$ cat src/hdl/assert_macros.svh
// Assertion macros shared by the averager RTL.
`ifndef ASSERT_MACROS_SVH
`define ASSERT_MACROS_SVH

// Concurrent assertion that is switched off while the reset is asserted.
`define BAL_ASSERT_RST(label, clk, rst_n, prop, msg) \
	label: assert property (@(posedge clk) disable iff (!rst_n) prop) else $error(msg);

// Concurrent assertion checked at every edge, reset included.
`define BAL_ASSERT_ALWAYS(label, clk, prop, msg) \
	label: assert property (@(posedge clk) prop) else $error(msg);

`endif

$ cat src/hdl/bal_pkg.sv
// Package with the constants, types and helper functions of the battery level averager.
`timescale 1ns / 1ps
`default_nettype none

package bal_pkg;

	// Window length and width of one conversion result.
	localparam int SAMPLE_COUNT = 16;
	localparam int SAMPLE_BITS  = 12;

	// Configuration register data width and register index width.
	localparam int CFG_W     = 12;
	localparam int CFG_IDX_W = 3;

	// Number of level thresholds and width of the level code.
	localparam int LEVELS  = 5;
	localparam int LEVEL_W = 3;
	localparam logic [LEVEL_W-1:0] LEVEL_MAX = LEVEL_W'(LEVELS);

	// Derived widths.
	localparam int CNT_W  = (SAMPLE_COUNT > 1) ? $clog2(SAMPLE_COUNT) : 1;
	localparam int SUM_W  = SAMPLE_BITS + $clog2(SAMPLE_COUNT) + 1;
	localparam int CORR_W = ((SAMPLE_BITS > CFG_W) ? SAMPLE_BITS : CFG_W) + 2;
	localparam int BOUND_W = ((CFG_W + 2 > SAMPLE_BITS) ? CFG_W + 2 : SAMPLE_BITS) + 1;
	localparam int CMP_W  = (SAMPLE_BITS > CFG_W) ? SAMPLE_BITS : CFG_W;

	localparam logic [SAMPLE_BITS-1:0] SAMPLE_MAX = {SAMPLE_BITS{1'b1}};

	// Configuration register indexes.
	typedef enum logic [CFG_IDX_W-1:0] {
		REG_CALIB_OFFSET = 3'd0,
		REG_FLUCT_THR    = 3'd1,
		REG_LEVEL1_THR   = 3'd2,
		REG_LEVEL2_THR   = 3'd3,
		REG_LEVEL3_THR   = 3'd4,
		REG_LEVEL4_THR   = 3'd5,
		REG_LEVEL5_THR   = 3'd6
	} cfg_reg_t;

	// Level thresholds, entry 0 is the level 1 threshold.
	typedef logic [LEVELS-1:0][CFG_W-1:0] lvl_thr_t;

	localparam lvl_thr_t LVL_THR_RESET = {
		CFG_W'(4095), CFG_W'(4095), CFG_W'(4095), CFG_W'(0), CFG_W'(0)
	};

	// Level of a reading: the first threshold, in ascending index order, that
	// lies above the reading gives the level; if none does, the level is full.
	function automatic logic [LEVEL_W-1:0] level_of(
		input logic [SAMPLE_BITS-1:0] value,
		input lvl_thr_t               thr
	);
		logic [LEVEL_W-1:0] lvl;
		lvl = LEVEL_MAX;
		for (int k = LEVELS - 1; k >= 0; k--) begin
			if (CMP_W'(value) < CMP_W'(thr[k])) begin
				lvl = LEVEL_W'(k);
			end
		end
		return lvl;
	endfunction

	// Offset correction with saturation to the sample range.
	function automatic logic [SAMPLE_BITS-1:0] correct_sample(
		input logic [SAMPLE_BITS-1:0] raw,
		input logic signed [CFG_W-1:0] offset
	);
		logic signed [CORR_W-1:0] sum;
		logic [SAMPLE_BITS-1:0]   res;
		sum = $signed(CORR_W'(raw)) + CORR_W'(offset);
		if (sum < 0) begin
			res = '0;
		end else if (sum > $signed(CORR_W'(SAMPLE_MAX))) begin
			res = SAMPLE_MAX;
		end else begin
			res = sum[SAMPLE_BITS-1:0];
		end
		return res;
	endfunction

endpackage

`default_nettype wire

$ cat src/hdl/bal_if.sv
// Handshake interfaces of the battery level averager: samples, results and configuration.
`timescale 1ns / 1ps
`default_nettype none

interface bal_sample_if import bal_pkg::*; ();
	logic                   valid;
	logic                   ready;
	logic [SAMPLE_BITS-1:0] sample;

	modport source (output valid, output sample, input ready);
	modport sink   (input valid, input sample, output ready);
endinterface

interface bal_result_if import bal_pkg::*; ();
	logic                   valid;
	logic                   ready;
	logic [SAMPLE_BITS-1:0] battery_value;
	logic [SAMPLE_BITS-1:0] previous_value;
	logic                   update_accepted;
	logic [LEVEL_W-1:0]     charge_level;
	logic                   level_changed;
	logic                   fluctuating;

	modport source (
		output valid, output battery_value, output previous_value,
		output update_accepted, output charge_level, output level_changed,
		output fluctuating, input ready
	);
	modport sink (
		input valid, input battery_value, input previous_value,
		input update_accepted, input charge_level, input level_changed,
		input fluctuating, output ready
	);
endinterface

interface bal_cfg_if import bal_pkg::*; ();
	logic                 valid;
	logic                 ready;
	logic [CFG_IDX_W-1:0] index;
	logic [CFG_W-1:0]     data;

	modport source (output valid, output index, output data, input ready);
	modport sink   (input valid, input index, input data, output ready);
endinterface

`default_nettype wire

$ cat src/hdl/battery_adc_average_level.sv
// Battery level averager: offset correction, windowed mean, drop rejection and level report.
`timescale 1ns / 1ps
`default_nettype none
`include "assert_macros.svh"

// The block takes one raw battery conversion result per cycle unless stalled,
// adds the signed calibration offset, clamps the corrected value to the sample
// range and sums SAMPLE_COUNT of them. At the end of each window the truncated
// mean is checked against the history reading: a mean more than four times the
// fluctuation threshold below the history is rejected as a sudden drop and
// leaves both readings as they are. An accepted mean moves the current reading
// into the history and becomes the current reading. Each window yields exactly
// one result transaction with both readings, the accepted flag, the charge level
// of the current reading (0 empty to 5 full, from the five level thresholds), a flag
// for a level change against the history reading, and a flag that is set when
// the two readings are at least the fluctuation threshold apart. Other samples
// yield nothing. The pipeline has three registers: the sample register, the
// mean register and the result register, through which the last sample of a
// window, its mean and its result pass in that order. One sample transaction
// is accepted every cycle unless the last sample of a window waits. A result
// that waits on the result channel does not stop the intake; only the last
// sample of the next window waits until the mean register has room.
// Configuration writes complete in the cycle they are offered and are meant for
// an idle block; writes to an index past the register list are dropped.
module battery_adc_average_level import bal_pkg::*; (
	input  wire logic    clk,
	input  wire logic    arst_n,
	bal_sample_if.sink   samples,
	bal_cfg_if.sink      cfg,
	bal_result_if.source results
);

	// Configuration registers.
	logic signed [CFG_W-1:0] offset_q;
	logic [CFG_W-1:0]        fluct_q;
	lvl_thr_t                thr_q;

	// Window accumulation state.
	logic [CNT_W-1:0] cnt_q;
	logic [SUM_W-1:0] sum_q;

	// Readings kept between windows.
	logic [SAMPLE_BITS-1:0] cur_q;
	logic [SAMPLE_BITS-1:0] hist_q;

	// Pipeline registers.
	logic                   valid_s1;
	logic [SAMPLE_BITS-1:0] sample_s1;
	logic                   valid_s2;
	logic [SAMPLE_BITS-1:0] mean_s2;

	// Result register.
	logic                   valid_q;
	logic [SAMPLE_BITS-1:0] battery_q;
	logic [SAMPLE_BITS-1:0] previous_q;
	logic                   accepted_q;
	logic [LEVEL_W-1:0]     level_q;
	logic                   changed_q;
	logic                   fluct_flag_q;

	// Flow control.
	logic out_free;
	logic s2_free;
	logic s2_go;
	logic last_sample;
	logic s1_retire;
	logic in_xfer;

	// Stage 1 datapath.
	logic [SAMPLE_BITS-1:0] corr_s1;
	logic [SUM_W-1:0]       total_s1;

	// Stage 2 datapath.
	logic [BOUND_W-1:0]     drop_bound;
	logic                   accept;
	logic [SAMPLE_BITS-1:0] cur_nxt;
	logic [SAMPLE_BITS-1:0] hist_nxt;
	logic [LEVEL_W-1:0]     lvl_cur;
	logic [LEVEL_W-1:0]     lvl_hist;
	logic [SAMPLE_BITS-1:0] diff;

	// The result register frees up when it is empty or being read. The mean
	// register frees up when it is empty or moving into the result register.
	// A sample leaves stage 1 unless it closes a window and the mean register
	// is still occupied.
	assign out_free    = !valid_q || results.ready;
	assign s2_go       = valid_s2 && out_free;
	assign s2_free     = !valid_s2 || out_free;
	assign last_sample = (cnt_q == CNT_W'(SAMPLE_COUNT - 1));
	assign s1_retire   = valid_s1 && (!last_sample || s2_free);

	assign samples.ready = !valid_s1 || s1_retire;
	assign in_xfer       = samples.valid && samples.ready;

	assign cfg.ready = 1'b1;

	// Configuration writes.
	always_ff @(posedge clk or negedge arst_n) begin
		if (!arst_n) begin
			offset_q <= '0;
			fluct_q  <= '0;
			thr_q    <= LVL_THR_RESET;
		end else if (cfg.valid && cfg.ready) begin
			case (cfg.index)
				REG_CALIB_OFFSET: offset_q <= $signed(cfg.data);
				REG_FLUCT_THR:    fluct_q <= cfg.data;
				REG_LEVEL1_THR:   thr_q[0] <= cfg.data;
				REG_LEVEL2_THR:   thr_q[1] <= cfg.data;
				REG_LEVEL3_THR:   thr_q[2] <= cfg.data;
				REG_LEVEL4_THR:   thr_q[3] <= cfg.data;
				REG_LEVEL5_THR:   thr_q[4] <= cfg.data;
				default: begin
				end
			endcase
		end
	end

	// Stage 1: the accepted sample is held, corrected and added to the window.
	always_ff @(posedge clk or negedge arst_n) begin
		if (!arst_n) begin
			valid_s1 <= 1'b0;
		end else if (samples.ready) begin
			valid_s1 <= samples.valid;
		end
	end

	always_ff @(posedge clk) begin
		if (in_xfer) begin
			sample_s1 <= samples.sample;
		end
	end

	assign corr_s1  = correct_sample(sample_s1, offset_q);
	assign total_s1 = sum_q + SUM_W'(corr_s1);

	always_ff @(posedge clk or negedge arst_n) begin
		if (!arst_n) begin
			cnt_q <= '0;
			sum_q <= '0;
		end else if (s1_retire) begin
			if (last_sample) begin
				cnt_q <= '0;
				sum_q <= '0;
			end else begin
				cnt_q <= cnt_q + CNT_W'(1);
				sum_q <= total_s1;
			end
		end
	end

	// Stage 2: the mean of a finished window waits for the decision.
	always_ff @(posedge clk or negedge arst_n) begin
		if (!arst_n) begin
			valid_s2 <= 1'b0;
		end else if (s2_free) begin
			valid_s2 <= s1_retire && last_sample;
		end
	end

	always_ff @(posedge clk) begin
		if (s2_free && s1_retire && last_sample) begin
			mean_s2 <= SAMPLE_BITS'(total_s1 / SAMPLE_COUNT);
		end
	end

	// Drop rejection: the mean is refused when the history lies above the mean
	// by more than four fluctuation thresholds.
	assign drop_bound = (BOUND_W'(fluct_q) << 2) + BOUND_W'(mean_s2);
	assign accept     = !(BOUND_W'(hist_q) > drop_bound);
	assign cur_nxt    = accept ? mean_s2 : cur_q;
	assign hist_nxt   = accept ? cur_q : hist_q;

	assign lvl_cur  = level_of(cur_nxt, thr_q);
	assign lvl_hist = level_of(hist_nxt, thr_q);
	assign diff     = (hist_nxt > cur_nxt) ? (hist_nxt - cur_nxt) : (cur_nxt - hist_nxt);

	always_ff @(posedge clk or negedge arst_n) begin
		if (!arst_n) begin
			cur_q   <= '0;
			hist_q  <= '0;
			valid_q <= 1'b0;
		end else begin
			if (out_free) begin
				valid_q <= valid_s2;
			end
			if (s2_go) begin
				cur_q  <= cur_nxt;
				hist_q <= hist_nxt;
			end
		end
	end

	always_ff @(posedge clk) begin
		if (s2_go) begin
			battery_q    <= cur_nxt;
			previous_q   <= hist_nxt;
			accepted_q   <= accept;
			level_q      <= lvl_cur;
			changed_q    <= (lvl_hist != lvl_cur);
			fluct_flag_q <= (CMP_W'(diff) >= CMP_W'(fluct_q));
		end
	end

	assign results.valid           = valid_q;
	assign results.battery_value   = battery_q;
	assign results.previous_value  = previous_q;
	assign results.update_accepted = accepted_q;
	assign results.charge_level    = level_q;
	assign results.level_changed   = changed_q;
	assign results.fluctuating     = fluct_flag_q;

	// The window counter never runs past the last sample of a window.
	`BAL_ASSERT_ALWAYS(a_cnt_range, clk, cnt_q <= CNT_W'(SAMPLE_COUNT - 1), "window counter out of range")

	// A shown result never reports a level above full.
	`BAL_ASSERT_RST(a_level_range, clk, arst_n, results.valid |-> results.charge_level <= LEVEL_MAX, "charge level above full")

	// A rejected mean leaves both readings untouched.
	`BAL_ASSERT_RST(a_reject_holds, clk, arst_n, s2_go && !accept |=> $stable(cur_q) && $stable(hist_q), "rejected mean changed the readings")

	// A rejected result reports the readings that were already held.
	`BAL_ASSERT_RST(a_reject_report, clk, arst_n, s2_go && !accept |=> results.battery_value == cur_q && results.previous_value == hist_q, "rejected result reports other readings")

endmodule

`default_nettype wire
$ cat src/flat_wrapper.sv
// flat-port wrapper written by rule: the top's interface ports become plain ports
module battery_adc_average_level_flat import bal_pkg::*;
  (clk, arst_n, samples_valid, samples_sample, samples_ready, cfg_valid, cfg_index, cfg_data, cfg_ready, results_valid, results_battery_value, results_previous_value, results_update_accepted, results_charge_level, results_level_changed, results_fluctuating, results_ready);
  bal_sample_if samples_i ();
  bal_cfg_if cfg_i ();
  bal_result_if results_i ();
  input  wire logic clk;
  input  wire logic arst_n;
  input wire logic [$bits(samples_i.valid)-1:0] samples_valid;
  input wire logic [$bits(samples_i.sample)-1:0] samples_sample;
  output wire logic [$bits(samples_i.ready)-1:0] samples_ready;
  input wire logic [$bits(cfg_i.valid)-1:0] cfg_valid;
  input wire logic [$bits(cfg_i.index)-1:0] cfg_index;
  input wire logic [$bits(cfg_i.data)-1:0] cfg_data;
  output wire logic [$bits(cfg_i.ready)-1:0] cfg_ready;
  output wire logic [$bits(results_i.valid)-1:0] results_valid;
  output wire logic [$bits(results_i.battery_value)-1:0] results_battery_value;
  output wire logic [$bits(results_i.previous_value)-1:0] results_previous_value;
  output wire logic [$bits(results_i.update_accepted)-1:0] results_update_accepted;
  output wire logic [$bits(results_i.charge_level)-1:0] results_charge_level;
  output wire logic [$bits(results_i.level_changed)-1:0] results_level_changed;
  output wire logic [$bits(results_i.fluctuating)-1:0] results_fluctuating;
  input wire logic [$bits(results_i.ready)-1:0] results_ready;
  assign samples_i.valid = samples_valid;
  assign samples_i.sample = samples_sample;
  assign samples_ready = samples_i.ready;
  assign cfg_i.valid = cfg_valid;
  assign cfg_i.index = cfg_index;
  assign cfg_i.data = cfg_data;
  assign cfg_ready = cfg_i.ready;
  assign results_valid = results_i.valid;
  assign results_battery_value = results_i.battery_value;
  assign results_previous_value = results_i.previous_value;
  assign results_update_accepted = results_i.update_accepted;
  assign results_charge_level = results_i.charge_level;
  assign results_level_changed = results_i.level_changed;
  assign results_fluctuating = results_i.fluctuating;
  assign results_i.ready = results_ready;
  battery_adc_average_level u_core (.clk(clk), .arst_n(arst_n), .samples(samples_i), .cfg(cfg_i), .results(results_i));
endmodule
$ cat config.mk
export PLATFORM = sky130hd
export DESIGN_NAME = battery_adc_average_level_flat
export DESIGN_NICKNAME = d
export VERILOG_FILES = /design/src/hdl/bal_pkg.sv /design/src/hdl/bal_if.sv /design/src/hdl/battery_adc_average_level.sv /design/src/flat_wrapper.sv
export VERILOG_INCLUDE_DIRS = /design/src /design/src/hdl
export SDC_FILE = /design/constraint.sdc
export NUM_CORES = 1
export LEC_CHECK = 0
export BUFFER_PORTS_ARGS = -buffer_cell sky130_fd_sc_hd__buf_2
export CORE_UTILIZATION = 40
export DETAILED_ROUTE_END_ITERATION = 10
export HOLD_SLACK_MARGIN = 0.1
export PLACE_DENSITY = 0.54
export SKIP_LAST_GASP = 1
export SLEW_MARGIN = 20
export SYNTH_ARGS = -nofsm -noshare
export SYNTH_HDL_FRONTEND = slang
export SYNTH_SLANG_ARGS = --single-unit
$ cat constraint.sdc
create_clock -name clk -period 24 [get_ports clk]
set_input_delay 4.8 -clock clk [delete_from_list [all_inputs] [get_ports clk]]
set_output_delay 4.8 -clock clk [all_outputs]
set_load 0.005 [all_outputs]
# ---- After elaboration in Yosys (flattened, before gate mapping)
# Index checks and enable logic that the tools add are counted.
dict set report word_totals {
  register_bits 186
  in_bits 32
  wordCells 91
}
dict set report op_classes {
  addsub 6
  order_cmp 15
  n_eq_ne 8
  n_mux 17
  n_reduce_logical 23
}
# op count
set op_table {}
lappend op_table {{$lt 12x12->1} 10}
lappend op_table {{$mux 12} 5}
lappend op_table {{$mux 3} 8}
lappend op_table {{$sub 12x12->12} 2}
lappend op_table {{$add 17x12->17} 1}
lappend op_table {{$mux 17} 1}
lappend op_table {{$add 14x12->15} 1}
lappend op_table {{$gt 12x15->1} 1}
lappend op_table {{$add 13x12->14} 1}
lappend op_table {{$gt 14x13->1 const B} 1}
lappend op_table {{$lt 14x1->1 const B} 1}
lappend op_table {{$reduce_and 2->1} 7}
lappend op_table {{$ge 12x12->1} 1}
lappend op_table {{$gt 12x12->1} 1}
lappend op_table {{$eq 3x3->1 const B} 3}
lappend op_table {{$eq 3x2->1 const B} 2}
lappend op_table {{$logic_and 1x1->1} 6}
lappend op_table {{$logic_not 1->1} 5}
lappend op_table {{$add 4x1->4 const B} 1}
lappend op_table {{$eq 4x4->1 const B} 1}
lappend op_table {{$logic_or 1x1->1} 4}
lappend op_table {{$mux 4} 1}
lappend op_table {{$eq 3x1->1 const B} 1}
lappend op_table {{$logic_not 3->1} 1}
lappend op_table {{2 further kinds} 3}

# ---- Depth between registers and ports, before layout
# Gate-level depths: netlist of the first run.
dict set report depth {
  word_depth 10
  mapped_depth 44
  depth_no_buf 43
}

# ---- Worst setup path after synthesis of the first run
# OpenSTA, ideal clock, no wires.
dict set report synth_path {
  path_kind {input port to output port}
  start {in results_ready}
  end {out samples_ready}
  t_arrival_ps 5178
  path_slack_ps 14022
  stages 3
  n_path_buf 0
  path_cell_list {nand3b_1 nor2_1 nand2_1}
}
dict set report synth_between {
  elab_chain_len 5
}
# element line
set synth_rtl {}
lappend synth_rtl {{start: declaration} flat_wrapper.sv:23} ;# input wire logic [$bits(results_i.ready)-1:0] results_ready;
lappend synth_rtl {{$logic_or 1x1->1} battery_adc_average_level.sv:86} ;# assign out_free = !valid_q || results.ready;
lappend synth_rtl {{$logic_or 1x1->1} battery_adc_average_level.sv:88} ;# assign s2_free = !valid_s2 || out_free;
lappend synth_rtl {{$logic_or 1x1->1} battery_adc_average_level.sv:90} ;# assign s1_retire = valid_s1 && (!last_sample || s2_free);
lappend synth_rtl {{$logic_and 1x1->1} battery_adc_average_level.sv:90}
lappend synth_rtl {{$logic_or 1x1->1} battery_adc_average_level.sv:92} ;# assign samples.ready = !valid_s1 || s1_retire;
lappend synth_rtl {{end: declaration} flat_wrapper.sv:11} ;# output wire logic [$bits(samples_i.ready)-1:0] samples_ready;
# Every way passes these cells.

# ---- Worst setup path in the final report of the first run
# Same ends and word-level chain as after synthesis.

==> flow_summary.json, run 1 <==
{
  "outcome": "finished, final reports clean",
  "max_cap_violations": 0,
  "critPathLaunch": "results_ready",
  "setup_slack_ns": 13.68,
  "yosys.area_share.simple": 0.107,
  "power.density_nw_per_um2": 153,
  "end_kind": "primary output",
  "max_freq_mhz": 96.9,
  "cp_max_fo": 3,
  "synth_top_area_share": 0.186,
  "pwr-share-comb": 0.638,
  "synthMuxAreaShare": 0.0640,
  "synth_xor_xnor_area_share": 0.0300,
  "r2r_start": "u_core.mean_s2[6]",
  "pre_cts_slack_ns": 13.67,
  "hold_viol": 0,
  "slew_violations": 0,
  "ir_worst_vdd_mv": 0.103,
  "grt_pass1_vias": 9189,
  "synth_compound_area_frac": 0.174,
  "critical_path_class": "input port to primary output",
  "cts_tree": "done",
  "via_per_inst": 5.44,
  "worstMarginPinSlew_ns": 1.06,
  "synth_area_um2": 12900,
  "hold_class": "flip-flop to flip-flop",
  "routabilityCongestion": 0.910,
  "die_area_um2": 32900,
  "yosysWarnings": 0,
  "synth_nets": 1511,
  "antenna_cells": 0,
  "critPathLaunchType": "input port",
  "yosys-top-cells-area": "ha_1 (19%), dfrtp_1 (18%), edfxtp_1 (13%), dfstp_2 (7.4%), mux2_2 (4.4%)",
  "grt_overflow": 0,
  "routedWlPerCell_um": 19.9,
  "cts_max_level": 4,
  "finalCritPeriodShare": 0.430,
  "hpwl_um": 25900,
  "min_from": "u_core.cnt_q[3]",
  "drive_gt1_frac": 0.164,
  "pwr-share-clk": 0.132,
  "clk_pin_slew_ns": 0.08,
  "syn_inst": 1283,
  "fill_cells": 2997,
  "ys.flop_type": "dfrtp_1",
  "skew_ns": 0.0124,
  "synthAdderAreaFrac": 0.194,
  "p_int_uw": 1160,
  "worst_ep_required_time_ns": 19.20,
  "cts.repair.resized": 0,
  "setup_viol": 0,
  "final_antenna_net_count": 0,
  "fp.dieH_um": 181,
  "cts_made_buffers": 17,
  "drt-total-wl_um": 35200,
  "drtPass1Iterations": 5,
  "design_area_um2": 14300,
  "num_rows": 65,
  "synth_top_family_by_area": "adder cells",
  "cts_hold_buf": 0,
  "p_leak_uw": 0.00663,
  "drc": 0,
  "fin_crit_ns": 10.32,
  "yosysSeqAreaShare": 0.385,
  "final-instance-count-excl-fill": 1763,
  "rsz0062_at_grt": "false",
  "area_delta_synth_final_pct": 10.9,
  "die_x_um": 181,
  "p_sw_frac": 0.467,
  "yosys_register_bits": 185,
  "placed_cell_area_um2": 13700,
  "grt_pass1_wl_um": 54400,
  "synth-edff-count": 54,
  "via_count": 9597,
  "first_iter_violations": 568,
  "p_sw_uw": 1020,
  "grt_max_degree": 85,
  "grt_usage": 0.223,
  "max-slew-margin-rel": 0.291,
  "synth.distinct_cells": 73,
  "fp.coreArea_um2": 31600,
  "clkSinkCount": 185,
  "avgSynthCellArea_um2": 10.0,
  "dpl.cell_count": 1731,
  "p_seq_frac": 0.230,
  "initial_core_util": 0.407,
  "io_buffers": 63,
  "clockBufferDepth": 2,
  "root_buffer": "clkbuf_16",
  "grt_antenna_before_repair": 0,
  "setup_tns_ns": 0,
  "ioPinCount": 65,
  "post_cts_buffers": 0,
  "synth.largest_area_cell": "ha_1",
  "final_nets": 1576,
  "cp.arrival_ns": 5.52,
  "async_reset_ff_frac": 0.708,
  "clk-insertion-delay-late_ns": 0.46
}
==> Yosys cell counts, types with 21 or more instances <==
cell type / instances
nand2_1: 113
ha_1: 191
dfrtp_1: 95
clkbuf_1: 21
nor2_1: 52
dfstp_2: 36
a21o_1: 38
inv_1: 122
o21ai_0: 111
mux2i_1: 26
mux2_2: 50
a21oi_1: 71
edfxtp_1: 54
nand4_1: 24
o21a_1: 23
xnor2_1: 35
==> worst paths after layout <==
check / endpoint / slack (ns) / cells past startpoint
max: samples_ready / 13.68 / 5
min: u_core.cnt_q[3] / 0.49 / 1
max reg2reg: u_core.results.fluctuating / 14.93 / 39
min reg2reg: u_core.cnt_q[3] / 0.49 / 1
max in group asynchronous: u_core.sum_q[0] / 18.42 / 2
min in group asynchronous: u_core.thr_q[7] / 4.42 / 1
==> flip-flops by register name, indices dropped and copies added, names as in the netlist <==
| signal | cells |
|---|---|
| u_core.thr_q | 60 |
| u_core.sum_q | 16 |
| u_core.cur_q | 12 |
| u_core.fluct_q | 12 |
| u_core.hist_q | 12 |
| u_core.mean_s2 | 12 |
| u_core.offset_q | 12 |
| u_core.results.battery_value | 12 |
| u_core.results.previous_value | 12 |
| u_core.sample_s1 | 12 |
| u_core.cnt_q | 4 |
| u_core.results.charge_level | 3 |
| u_core.results.fluctuating | 1 |
| u_core.results.level_changed | 1 |
| u_core.results.update_accepted | 1 |
| u_core.results.valid | 1 |
| u_core.valid_s1 | 1 |
| u_core.valid_s2 | 1 |
==> metal layers <==
| metal | GRT usage | wire, um | up-vias |
|---|---|---|---|
| li1 | - | - | 4750 |
| met1 | 0.318 | 17400 | 4594 |
| met4 | 0.0739 | 958 | 0 |
| met3 | 0.0343 | 1360 | 49 |
| met2 | 0.342 | 15400 | 204 |
| met5 | 0 | 0 | - |
==> stage by stage <==
stage,utilization,total power (uW),hold WS [ns]
after floorplan,-,1510,0.445
after global placement,0.433,1860,0.463
after detailed placement,0.433,1880,0.477
after CTS,0.452,2180,0.494
after global routing,0.452,2390,0.512
final,0.452,2180,0.492
==> worst max-delay path: stages <==
cell	delay, ns
buf_2	0.10
nand3b_1	0.21
nor2_1	0.16
nand2_1	0.11
buf_2	0.14
==> layout by cell type (no fill, tap or decap), drive strengths merged, types with 38 or more instances in the layout <==
cell type / synthesis / final
nor2: 52 / 52
inv: 125 / 132
buf: 8 / 75
dfrtp: 95 / 95
mux2: 50 / 50
o21ai: 118 / 118
edfxtp: 54 / 54
a21o: 38 / 38
ha: 191 / 191
nand2: 113 / 113
a21oi: 75 / 75
==> power groups by stage <==
stage	clock network [uW]	registers (uW)	logic, uW
after CTS	295	501	1380
after detailed placement	0	506	1370
after global routing	308	512	1570
final	287	500	1390
after floorplan	0	488	1020
after global placement	0	505	1350
==> final cells by class <==
class	instances	area, um^2	share of cell area
multi-input cells	944	7330	0.514
repair buffers	75	412	0.0289
inverters	125	469	0.0329
flip-flops and latches	185	4940	0.347
well taps	402	503	0.0353
clock buffers	18	439	0.0308
clock inverters	14	155	0.0109
==> logic make-up after synthesis <==
logic type,after synthesis
AO/OA/AOI/OAI,343
XOR/XNOR,44
adder cells (fa/ha/maj),196
buffers and inverters,154
flip-flops,185
multiplexers,76
other,1
AND/OR/NAND/NOR,284
Power figures use the tool's default switching activity.
==> inputs of run 2 (changes only) <==
clock period = 9.5 ns   (was 24 ns; I/O delays follow)
==> run 2 against run 1 <==
First-iteration DRC count grew 19%. Design area increased by 0.63%. Die area did not move. Sequential power grew to 2.6 times the previous value. Via count rose by 2.2%. Flip-flop and latch count is the same. Highest routed layer unchanged. Clock-buffer cell count unchanged.
==> flow_summary.json, run 2 (synthesis results as in run 1) <==
{
  "outcome": "finished, final reports clean",
  "p_seq_frac": 0.227,
  "setup_tns_ns": 0,
  "num_rows": 65,
  "drt-total-wl_um": 37100,
  "design_area_um2": 14300,
  "hold_class": "flip-flop to flip-flop",
  "fill_cells": 2982,
  "crit_slowest_cell": "edfxtp_1",
  "initial_core_util": 0.407,
  "end_kind": "flip-flop",
  "root_buffer": "clkbuf_16",
  "cts_hold_buf": 0,
  "p_sw_frac": 0.466,
  "hpwl_um": 27700,
  "critical_path_class": "flip-flop to flip-flop",
  "final_nets": 1583,
  "reg_top3": "u_core.thr_q: 60 flops, u_core.sum_q: 16 flops",
  "min_from": "u_core.cnt_q[3]",
  "critPathLaunchType": "flip-flop",
  "rsz0062_at_grt": "false",
  "antenna_cells": 0,
  "die_x_um": 181,
  "worst_ep_required_time_ns": 9.71,
  "grt_usage": 0.234,
  "grt_pass1_wl_um": 56900,
  "via_count": 9808,
  "clk_pin_slew_ns": 0.08,
  "p_int_uw": 3000,
  "drive_gt1_frac": 0.168,
  "placed_cell_area_um2": 13700,
  "power.density_nw_per_um2": 392,
  "crit_buf_inv": 3,
  "pre_cts_slack_ns": 0.918,
  "finalCritPeriodShare": 0.909,
  "final_common_cell": "ha_1",
  "dpl.cell_count": 1738,
  "max-slew-margin-rel": 0.298,
  "first_iter_violations": 677,
  "fin_crit_ns": 8.64,
  "largest_reg_flops": 60,
  "grt_pass1_vias": 9411,
  "clkSinkCount": 185,
  "critical-path-top-delay-family": "compound AO/OA/AOI/OAI gates",
  "routabilityCongestion": 0.910,
  "hold_viol": 0,
  "cp_max_fo": 13,
  "grt_antenna_before_repair": 0,
  "final_cell_mix": "ha_1 (191), inv_1 (122), nand2_1 (113)",
  "final-instance-count-excl-fill": 1770,
  "max_freq_mhz": 116,
  "pwr-share-comb": 0.638,
  "max_cap_violations": 0,
  "cts.repair.resized": 0,
  "fp.coreArea_um2": 31600,
  "fp.dieH_um": 181,
  "setup_slack_ns": 0.863,
  "skew_ns": 0.0108,
  "cts_made_buffers": 17,
  "critPathLaunch": "u_core.mean_s2[6]",
  "io_buffers": 63,
  "final_antenna_net_count": 0,
  "setup_viol": 0,
  "grt_overflow": 0,
  "largest_register": "u_core.thr_q",
  "ioPinCount": 65,
  "post_cts_buffers": 0,
  "cts_max_level": 4,
  "critPathMostFrequentCell": "a21o_1",
  "cp.arrival_ns": 8.85,
  "area_delta_synth_final_pct": 11.6,
  "clk-insertion-delay-late_ns": 0.46,
  "worstMarginPinSlew_ns": 1.04,
  "p_sw_uw": 2620,
  "slew_violations": 0,
  "die_area_um2": 32900,
  "r2r_start": "u_core.mean_s2[6]",
  "clockBufferDepth": 2,
  "cts_tree": "done",
  "p_leak_uw": 0.00668,
  "ir_worst_vdd_mv": 0.233,
  "drc": 0,
  "via_per_inst": 5.54,
  "grt_max_degree": 69,
  "pwr-share-clk": 0.135,
  "routedWlPerCell_um": 21.0,
  "slowest_delay_ns": 0.52,
  "drtPass1Iterations": 5
}
==> run 2: cell types whose count changed in the layout (fill, tap and decap cells not counted), sizes merged <==
| cell | change |
|---|---|
| bufinv | +1 |
| clkinvlp | -2 |
| clkinv | +3 |
| inv | -2 |
| buf | +7 |
==> run 2: power groups by stage <==
| stage | clock network [uW] | registers (uW) | logic, uW |
|---|---|---|---|
| after floorplan | 0 | 1230 | 2580 |
| after global placement | 0 | 1290 | 3520 |
| after detailed placement | 0 | 1290 | 3540 |
| after CTS | 779 | 1280 | 3570 |
| after global routing | 808 | 1300 | 4030 |
| final | 761 | 1280 | 3590 |
==> run 2: final cells by class <==
class                      count  area [um^2]  area share
clock buffer                  18          450      0.0314
clock inverter                14          181      0.0126
inverter                     125          469      0.0327
multi-input combinational    944         7330       0.511
sequential                   185         4940       0.345
tap                          402          503      0.0351
timing repair buffer          82          464      0.0324
==> run 2: layer usage <==
metal,part of all wire,vias to the layer above,track usage
met1,0.48,4738,0.327
met4,0.031,0,0.0888
met2,0.44,241,0.357
met5,0,-,0
li1,-,4779,-
met3,0.050,50,0.0464
==> run 2: worst paths after layout <==
| kind | endpoint | slack (ns) | cells after the start |
|---|---|---|---|
| worst min register to register | u_core.cnt_q[3] | 0.49 | 1 |
| max in group asynchronous | u_core.fluct_q[4] | 6.68 | 2 |
| min in group asynchronous | u_core.thr_q[9] | 1.45 | 1 |
| worst max-delay path | u_core.results.fluctuating | 0.86 | 39 |
| worst max register to register | u_core.results.fluctuating | 0.86 | 39 |
| worst min-delay path | u_core.cnt_q[3] | 0.49 | 1 |
==> run 2: stage by stage <==
step	utilization	total power (uW)	hold WS, ns
final	0.455	5620	0.493
after global routing	0.455	6150	0.516
after CTS	0.454	5630	0.491
after detailed placement	0.434	4830	0.474
after global placement	0.434	4800	0.465
after floorplan	-	3810	0.445
